`src/hdl/bss_pkg.sv`:
```
// ----------------------------------------------------------------------------
// Bounded stack with search: shared package
// Field widths, operation and status codes, controller states and the
// command and status bundles between the controller and the datapath.
// ----------------------------------------------------------------------------
package bss_pkg;

  localparam int DEPTH_DEF   = 256;
  localparam int WORD_W      = 32;
  localparam int KIND_W      = 2;
  localparam int STATUS_W    = 2;
  localparam int CAP_W       = 9;
  localparam int DIST_W      = 8;
  localparam int COUNT_W     = 9;
  localparam int OUT_TDATA_W = 56;

  localparam logic [CAP_W-1:0] CAP_RESET = 9'd256;

  // Operation carried by an input beat.
  typedef enum logic [KIND_W-1:0] {
    KIND_PUSH   = 2'd0,
    KIND_POP    = 2'd1,
    KIND_SEARCH = 2'd2
  } kind_t;

  // Outcome reported with every result beat.
  typedef enum logic [STATUS_W-1:0] {
    ST_OK        = 2'd0,
    ST_FULL      = 2'd1,
    ST_EMPTY     = 2'd2,
    ST_NOT_FOUND = 2'd3
  } status_t;

  typedef enum logic [1:0] {
    S_IDLE,
    S_POP,
    S_SRCH
  } state_t;

  // Commands from the controller to the datapath.
  typedef struct packed {
    logic    accept;
    logic    push;
    logic    pop;
    logic    srch_start;
    logic    srch_step;
    logic    out_load;
    logic    out_sel_pop;
    logic    out_sel_dist;
    status_t out_status;
  } ctl_cmd_t;

  // Status from the datapath back to the controller.
  typedef struct packed {
    logic full;
    logic empty;
    logic hit;
    logic scan_last;
    logic out_free;
  } dp_status_t;

endpackage

```
`src/hdl/bss_ctrl.sv`:
```
// ----------------------------------------------------------------------------
// Bounded stack with search: controller
// Decodes each input beat into datapath commands and sequences the pop
// read and the top-down search scan.
// ----------------------------------------------------------------------------
module bss_ctrl (
  input  logic                          clk,
  input  logic                          rst_n,
  input  logic                          in_tvalid,
  input  logic [bss_pkg::KIND_W-1:0]    in_kind,
  output logic                          in_tready,
  input  bss_pkg::dp_status_t           status,
  output bss_pkg::ctl_cmd_t             cmd,
  output bss_pkg::state_t               state
);

  bss_pkg::state_t state_r, state_nxt;

  // State register.
  always_ff @(posedge clk) begin
    if (!rst_n) begin
      state_r <= bss_pkg::S_IDLE;
    end else begin
      state_r <= state_nxt;
    end
  end

  // Next state and commands.
  always_comb begin
    state_nxt      = state_r;
    in_tready      = 1'b0;
    cmd            = '0;
    cmd.out_status = bss_pkg::ST_OK;
    unique case (state_r)
      bss_pkg::S_IDLE: begin
        // Only take a beat when the output register can hold its result.
        in_tready = status.out_free;
        if (in_tvalid && status.out_free) begin
          cmd.accept = 1'b1;
          unique case (bss_pkg::kind_t'(in_kind))
            bss_pkg::KIND_PUSH: begin
              cmd.out_load = 1'b1;
              if (status.full) begin
                cmd.out_status = bss_pkg::ST_FULL;
              end else begin
                cmd.push = 1'b1;
              end
            end
            bss_pkg::KIND_POP: begin
              if (status.empty) begin
                cmd.out_load   = 1'b1;
                cmd.out_status = bss_pkg::ST_EMPTY;
              end else begin
                cmd.pop   = 1'b1;
                state_nxt = bss_pkg::S_POP;
              end
            end
            bss_pkg::KIND_SEARCH: begin
              if (status.empty) begin
                cmd.out_load   = 1'b1;
                cmd.out_status = bss_pkg::ST_EMPTY;
              end else begin
                cmd.srch_start = 1'b1;
                state_nxt      = bss_pkg::S_SRCH;
              end
            end
            default: begin
              // Unused operation code: report ok and change nothing.
              cmd.out_load = 1'b1;
            end
          endcase
        end
      end
      bss_pkg::S_POP: begin
        // The popped word has arrived from the memory read port.
        cmd.out_load    = 1'b1;
        cmd.out_sel_pop = 1'b1;
        state_nxt       = bss_pkg::S_IDLE;
      end
      bss_pkg::S_SRCH: begin
        if (status.hit) begin
          cmd.out_load     = 1'b1;
          cmd.out_sel_dist = 1'b1;
          state_nxt        = bss_pkg::S_IDLE;
        end else if (status.scan_last) begin
          cmd.out_load   = 1'b1;
          cmd.out_status = bss_pkg::ST_NOT_FOUND;
          state_nxt      = bss_pkg::S_IDLE;
        end else begin
          cmd.srch_step = 1'b1;
        end
      end
      default: begin
        state_nxt = bss_pkg::S_IDLE;
      end
    endcase
  end

  assign state = state_r;

endmodule

```
`config.mk`:
```
export PLATFORM = sky130hd
export DESIGN_NAME = bss_ctrl
export DESIGN_NICKNAME = d
export VERILOG_FILES = /design/src/hdl/bss_pkg.sv /design/src/hdl/bss_ctrl.sv
export SDC_FILE = /design/constraint.sdc
export NUM_CORES = 1
export LEC_CHECK = 0
export BUFFER_PORTS_ARGS = -buffer_cell sky130_fd_sc_hd__buf_2
export CORE_AREA = 2 2 39 41
export DETAILED_ROUTE_END_ITERATION = 7
export DIE_AREA = 0 0 41 43
export HOLD_SLACK_MARGIN = 0.02
export PLACE_DENSITY = 0.6
export SLEW_MARGIN = 20
export SYNTH_ARGS = -nofsm -noshare
export SYNTH_HDL_FRONTEND = slang
export SYNTH_SLANG_ARGS = --single-unit
```
`constraint.sdc`:
```
create_clock -name clk -period 1.9 [get_ports clk]
set_clock_uncertainty 0.1 [all_clocks]
set_input_delay 0.38 -clock clk [delete_from_list [all_inputs] [get_ports clk]]
set_output_delay 0.38 -clock clk [all_outputs]
set_load 0.01 [all_outputs]
```
Word level (Yosys, flattened, before mapping)
Index checks and enable logic that the tools add are counted.

storage, ports and cells
  output and inout port bits = 13
  logic and storage cells = 49
  bits of input ports = 10
  flip-flop bits (word level) = 2

cells by class
  mux-type cells = 34
  equality and inequality tests = 9
  reductions and logical operators = 5

operators with widths
  operator                                                                  number
  1-bit 2-to-1 mux                                                          18
  2-bit 2-to-1 mux                                                          9
  2-bit one-hot mux with 2 select lines                                     4
  3-bit inequality test (second input constant)                             3
  4-bit 2-to-1 mux                                                          2
  5-bit AND reduction                                                       1
  2-bit by 1-bit == test with 1-bit output (second input constant)          2
  2-bit == test (second input constant)                                     2
  2-bit logical NOT                                                         2
  3-bit by 1-bit inequality test with 1-bit output (second input constant)  1
  1-bit one-hot mux with 3 select lines                                     1
  2-bit inequality test (second input constant)                             1
  2-bit OR reduction                                                        1
  1-bit logical AND                                                         1

Depth between registers and ports, before layout
Gate-level depths: netlist of the first run.

  depth after elaboration = 5
  depth in mapped cells = 4
  mapped depth without buffers = 4

Worst setup path after synthesis of the first run
OpenSTA, ideal clock, no wires.

  path type = reg2out
  start point = register state_r[0] (netlist: state[0])
  end point = output cmd[0] (netlist name)
  path buffers = 1
  slack = 0.331 ns
  arrival = 1.089 ns
  stages on the path, launching flop included = 4
  data required time = 1.420 ns
  cells stage by stage = dfxtp_1 nand4bb_1 buf_2 o31ai_1

RTL lines
  element                   line            text
  start: declaration        bss_ctrl.sv:17  bss_pkg::state_t state_r, state_nxt;
  start signal: assignment  bss_ctrl.sv:22  state_r <= bss_pkg::S_IDLE;
  start signal: assignment  bss_ctrl.sv:24  state_r <= state_nxt;
  end: declaration          bss_ctrl.sv:13  output bss_pkg::ctl_cmd_t cmd,

==> flow_summary.ini, run 1 <==
[sta]
final_hold_viol_count = 0
finalWorstSetupSlack_ns = 0.0726
timing.final.crit_share_pct = 96.2
max_freq_mhz = 547
worst_hold_slack_ns = 0.296
totalNegativeSetupSlack_ns = 0
report.final.setup_viol = 0
finalWorstPathRequiredPeriod_ns = 1.83
grt_setup_unrepaired = false
slew_violations = 0
worst_pin_slew_ns = 0.378
slew-limit-headroom_pct = 74.7

[placed_design]
place_worst_setup_slack_ns = 0.137
detailedPlacementHpwl_um = 620
dpl-instance-area_um2 = 419
placed_instances = 73
numPortBuffers = 22
globalplace.congestion = 0.689

[yosys]
yosys.area.top_type_share_pct = 21.8
synth.net_count = 50
yosys.cell_types.count = 17
yosysSeqAreaShare_pct = 14.0
synth.top_cells.by_area = ha_1, dfxtp_1, nand2b_1, nand4bb_1, nor3b_1
ys_async_sr_fraction_pct = 0
synthFlopType = dfxtp_1
synth.cells.most_frequent = ha_1, inv_1, nand2b_1
post_synth_edffs = 0
synthesis.area_um2 = 287
synth_warnings = 0
largest_area_contributor_in_the_netlist = ha_1
flip_flop_and_latch_count_after_synthesis = 2
syn_area_per_cell_um2 = 8.19
syn-instance-count = 35

[detailed_routing]
drc_errors = 0
dr_total_vias = 339
dr.pass1.iters = 2
ant_nets = 0
drt_wl_total_um = 767
drtIter0Drc = 7
viasPerCell = 4.46
wl_per_cell_um = 10.1

[pwr]
power.share.clock_pct = 51.2
vdd.ir_drop.worst_v = 0.000125
total_net_switching_power_mw = 0.0546
part_of_the_total_power_dissipated_in_sequential_elements_pct = 22.8
power_frac_comb_pct = 26.1
power.switching_fraction_pct = 28.6
power_leakage_nw = 0.248
internal-power_mw = 0.136
power_mw = 0.191
power_per_cell_area_nw_per_um2 = 427

[final_layout]
final-instance-count-excl-fill = 76
n_antenna_cell = 0
largest_reg_flops = 2
fraction_of_layout_cells_with_a_size_suffix_above_1_pct = 48.3
flow.area_growth_from_synthesis_pct = 55.9
finish.instance_area_um2 = 447
nets = 77
layout.core_utilization_pct = 32.3

[die]
core_um2 = 1380
initial_core_util_pct = 20.7
rows = 14
fp.dieArea_um2 = 1760
dieHeight_um = 43
floorplan.die.width_um = 41
num_io_pins = 23

[clocking]
cts_tree = built
cts_buffer_count = 3
clk_pin_slew_worst_paths_ns = 0.03
post_cts_resize_count = 0
cts.sink_count = 2
cts_hold_buf = 0
post_cts_buffers = 0
ctsRootBufferMaster = clkbuf_4
clock_path_buffers = 2
cts-htree-levels = 1
clkLatencyLatePin_ns = 0.23

[critical_path]
setup.worst_path.start = state[0]$_SDFFE_PN0P_
critPathLaunchType = flop
cp_cell_sequence = nand4bb_1 > buf_4 > o31ai_1 > buf_2
critical-path-max-stage-delay_ns = 0.35
worstPathMaxFanout = 9
critical_path_buf_inv_count = 2
r2r_slack_ns = 0.72
arrival_ns = 1.35
critPathTopFamily = flip-flops
r2r-start = state[0]$_SDFFE_PN0P_
critPathRequiredTime_ns = 1.42
rr_worst_depth = 3
cp_slowest_cell = dfxtp_1
worstSetupPathType = flop to output pin
critical_path.reg2reg.endpoint = state[0]$_SDFFE_PN0P_
end_kind = output pin

[outcome]
outcome = finished clean

[worst_hold_path]
holdPathStages = 2
timing.hold.worst.class = primary input to flop
hold_path_startpoint = rst_n
hold_path_end = state[1]$_SDFFE_PN0P_

[grt]
first_global_vias = 267
grt_first_pass_wirelength_mm = 1.12
grt_antenna_before_repair = 0
grt_use_total_pct = 10.2
maximum_number_of_pins_on_one_net_before_global_route_repair = 10
grt_overflow_total = 0

[job]
max_cap_violations = 0
-- power groups by stage --
stage | registers [mW] | logic (mW) | clock network, mW
after global placement | 0.0439 | 0.0486 | 0
after floorplan | 0.0441 | 0.0243 | 0
after detailed placement | 0.0440 | 0.0495 | 0
after global routing | 0.0435 | 0.0562 | 0.109
final | 0.0434 | 0.0497 | 0.0976
after CTS | 0.0434 | 0.0498 | 0.104
-- worst max path at each step --
stage / end / cells past startpoint
finish: cmd[0] / 4
CTS: cmd[6] / 4
floorplan: cmd[0] / 3
detailed placement: cmd[4] / 6
global placement: cmd[4] / 6
global route: cmd[0] / 4
-- final cells by class --
type,instances,area [µm²]
timing repair buffer,23,118
clock buffer,3,22.5
inverter,5,18.8
tap,16,20.0
sequential,2,40.0
multi-input combinational,27,228
fill,159,937
-- cells in the final DEF, fill, tap and decap left out --
cell type,instances
nand2b_1,4
nor4_2,1
dfxtp_1,2
o221ai_1,1
nor4b_2,1
nand3b_1,1
nand2_1,2
o2bb2ai_1,1
buf_4,1
nor2b_1,1
ha_1,5
o31ai_1,1
o21ai_0,1
nor3b_1,2
nand4bb_1,2
clkbuf_4,3
buf_2,22
nor3b_2,1
nor2_1,3
inv_1,5
-- worst register-to-register path: cells and delay by family, from the launching register on --
family / cells / cell delay [ns]
AND/OR/NAND/NOR: 2 / 0.46
buffers and inverters: 1 / 0.18
flip-flops: 1 / 0.35
-- logic make-up (layout without fill, tap and decap cells) --
kind of cell | count (synthesis) | after routing | synth area share, %
buffers and inverters | 6 | 31 | 8.30
flip-flops | 2 | 2 | 14.0
AND/OR/NAND/NOR | 18 | 18 | 45.4
adder cells (fa/ha/maj) | 5 | 5 | 21.8
AO/OA/AOI/OAI | 4 | 4 | 10.5
-- routing by layer --
metal | up-vias | GRT usage [%] | share of wire, %
met5 | - | 0 | 0
met4 | 0 | 12.0 | 3.8
met3 | 4 | 4.19 | 15
met2 | 23 | 10.9 | 38
met1 | 142 | 13.1 | 43
li1 | 170 | - | -
(Power assumes the default switching activity.)
==> run 2: changes to the inputs <==
--- a/config.mk
+++ b/config.mk
@@ -11,5 +11,5 @@
 export DIE_AREA = 0 0 41 43
 export HOLD_SLACK_MARGIN = 0.02
-export PLACE_DENSITY = 0.6
+export PLACE_DENSITY_LB_ADDON = 0.3
 export SLEW_MARGIN = 20
 export SYNTH_ARGS = -nofsm -noshare
==> constraint.sdc (replaced) <==
create_clock -name clk -period 1.65 [get_ports clk]
set_clock_uncertainty 0.1 [all_clocks]
set_input_delay 0 -clock clk [delete_from_list [all_inputs] [get_ports clk]]
set_output_delay 0 -clock clk [all_outputs]
set_load 0.01 [all_outputs]
==> run 2 against run 1 <==
  * Global-route usage grew 0.23 points
  * Via count is 4.4% higher
  * Critical path depth down 1
  * Die area did not move
  * Critical path type unchanged
  * First-iteration DRC count decreased by 43%
==> flow_summary.ini, run 2 (synthesized netlist as in run 1, its figures left out) <==
[outcome]
outcome = finished clean

[sta]
totalNegativeSetupSlack_ns = 0
finalWorstPathRequiredPeriod_ns = 1.42
final_hold_viol_count = 0
timing.final.crit_share_pct = 86.3
grt_setup_unrepaired = false
finalWorstSetupSlack_ns = 0.226
report.final.setup_viol = 0
max_freq_mhz = 702
slew-limit-headroom_pct = 71.9
slew_violations = 0
worst_pin_slew_ns = 0.421

[placed_design]
detailedPlacementHpwl_um = 601
place_worst_setup_slack_ns = 0.235
numPortBuffers = 22
globalplace.congestion = 0.685

[detailed_routing]
ant_nets = 0
wl_per_cell_um = 9.81
dr_total_vias = 354
drtIter0Drc = 4
drt_wl_total_um = 765
viasPerCell = 4.54
dr.pass1.iters = 3
drc_errors = 0

[grt]
grt_first_pass_wirelength_mm = 1.19
grt_use_total_pct = 10.4
first_global_vias = 295
grt_overflow_total = 0
maximum_number_of_pins_on_one_net_before_global_route_repair = 10
grt_antenna_before_repair = 0

[critical_path]
critical_path.reg2reg.endpoint = state[1]$_SDFFE_PN0P_
r2r_slack_ns = 0.50
r2r-start = state[1]$_SDFFE_PN0P_
arrival_ns = 1.32
rr_worst_depth = 2
critPathLaunchType = flop
worstPathMaxFanout = 9
critPathRequiredTime_ns = 1.55
worstSetupPathType = flop to output pin
end_kind = output pin

[pwr]
vdd.ir_drop.worst_v = 0.000186
power_per_cell_area_nw_per_um2 = 465
power_leakage_nw = 0.257

[clocking]
clk_pin_slew_worst_paths_ns = 0.03
clock_path_buffers = 2
cts-htree-levels = 1
cts_tree = built
cts.sink_count = 2
cts_buffer_count = 3
clkLatencyLatePin_ns = 0.23
ctsRootBufferMaster = clkbuf_4

[final_layout]
largest_reg_flops = 2
n_antenna_cell = 0
most-common-layout-cells = buf_2, inv_1, ha_1
nets = 79
register_area_um2 = 40.0
flow.area_growth_from_synthesis_pct = 67.7
layout.core_utilization_pct = 34.7
multi_input_area_um2 = 239
fill_cells = 162
fraction_of_layout_cells_with_a_size_suffix_above_1_pct = 45.2
layout.cells.most_common = buf_2

[worst_hold_path]
hold_path_end = state[1]$_SDFFE_PN0P_
holdPathStages = 3
timing.hold.worst.class = primary input to flop
hold_path_startpoint = status[2]

[die]
rows = 14
num_io_pins = 23
fp.dieArea_um2 = 1760
dieHeight_um = 43
core_um2 = 1380
initial_core_util_pct = 20.7
floorplan.die.width_um = 41

[job]
max_cap_violations = 0
run 2: cell count changes in the layout (fill, tap and decap cells not counted), sizes merged:
cell	change
buf	-1
dlygate4sd3	+3
run 2: worst max path at each step:
| stage | cells after the start | to | start | slack, ns |
|---|---|---|---|---|
| finish | 3 | cmd[0] | state[0]$_SDFFE_PN0P_ | 0.23 |
| global placement | 3 | cmd[0] | state[0]$_SDFFE_PN0P_ | 0.28 |
| global route | 3 | cmd[8] | state[0]$_SDFFE_PN0P_ | 0.11 |
| floorplan | 3 | cmd[0] | state[0]$_SDFFE_PN0P_ | 0.46 |
| CTS | 3 | cmd[0] | state[0]$_SDFFE_PN0P_ | 0.0003 |
| detailed placement | 3 | cmd[0] | state[0]$_SDFFE_PN0P_ | 0.24 |
run 2: final cells by class:
class                           count  share of cell area, %
Tap cell                           16                   4.17
Clock buffer                        3                   4.69
Inverter                            5                   3.91
Sequential cell                     2                   8.33
Timing Repair Buffer               25                   29.2
Multi-Input combinational cell     27                   49.7
run 2: layer usage:
metal | GRT usage (%) | vias up | share of wire (%)
li1 | - | 176 | -
met1 | 13.2 | 157 | 43
met2 | 13.1 | 19 | 46
met3 | 3.14 | 2 | 8.0
met4 | 10.0 | 0 | 2.0
met5 | 0 | - | 0
run 2: worst max-delay path: stages (launching register included):
cell	delay (ns)
dfxtp_1	0.35
nand4bb_4	0.32
o31ai_1	0.26
buf_2	0.16
run 2: repair_timing:
item	in CTS	in global routing
hold buffers	3	0
endpoints found under the setup margin	0	5
gates resized for setup	0	2
setup buffers	0	0
endpoints found under the hold margin	2	0
run 2: metrics by stage:
step	instance area, µm²	total power [mW]	hold WS (ns)	std cells
after CTS	464	0.227	0.0246	78
final	480	0.224	0.0371	78
after floorplan	287	0.0787	-0.0532	35
after global routing	480	0.247	0.0359	78
after global placement	412	0.105	0.142	72
after detailed placement	412	0.106	0.139	72
run 2: where the power goes:
group,switching [mW],internal (mW)
Sequential,0.000827,0.0493
Combinational,0.0315,0.0317
Clock,0.0300,0.0804
Total,0.0623,0.161
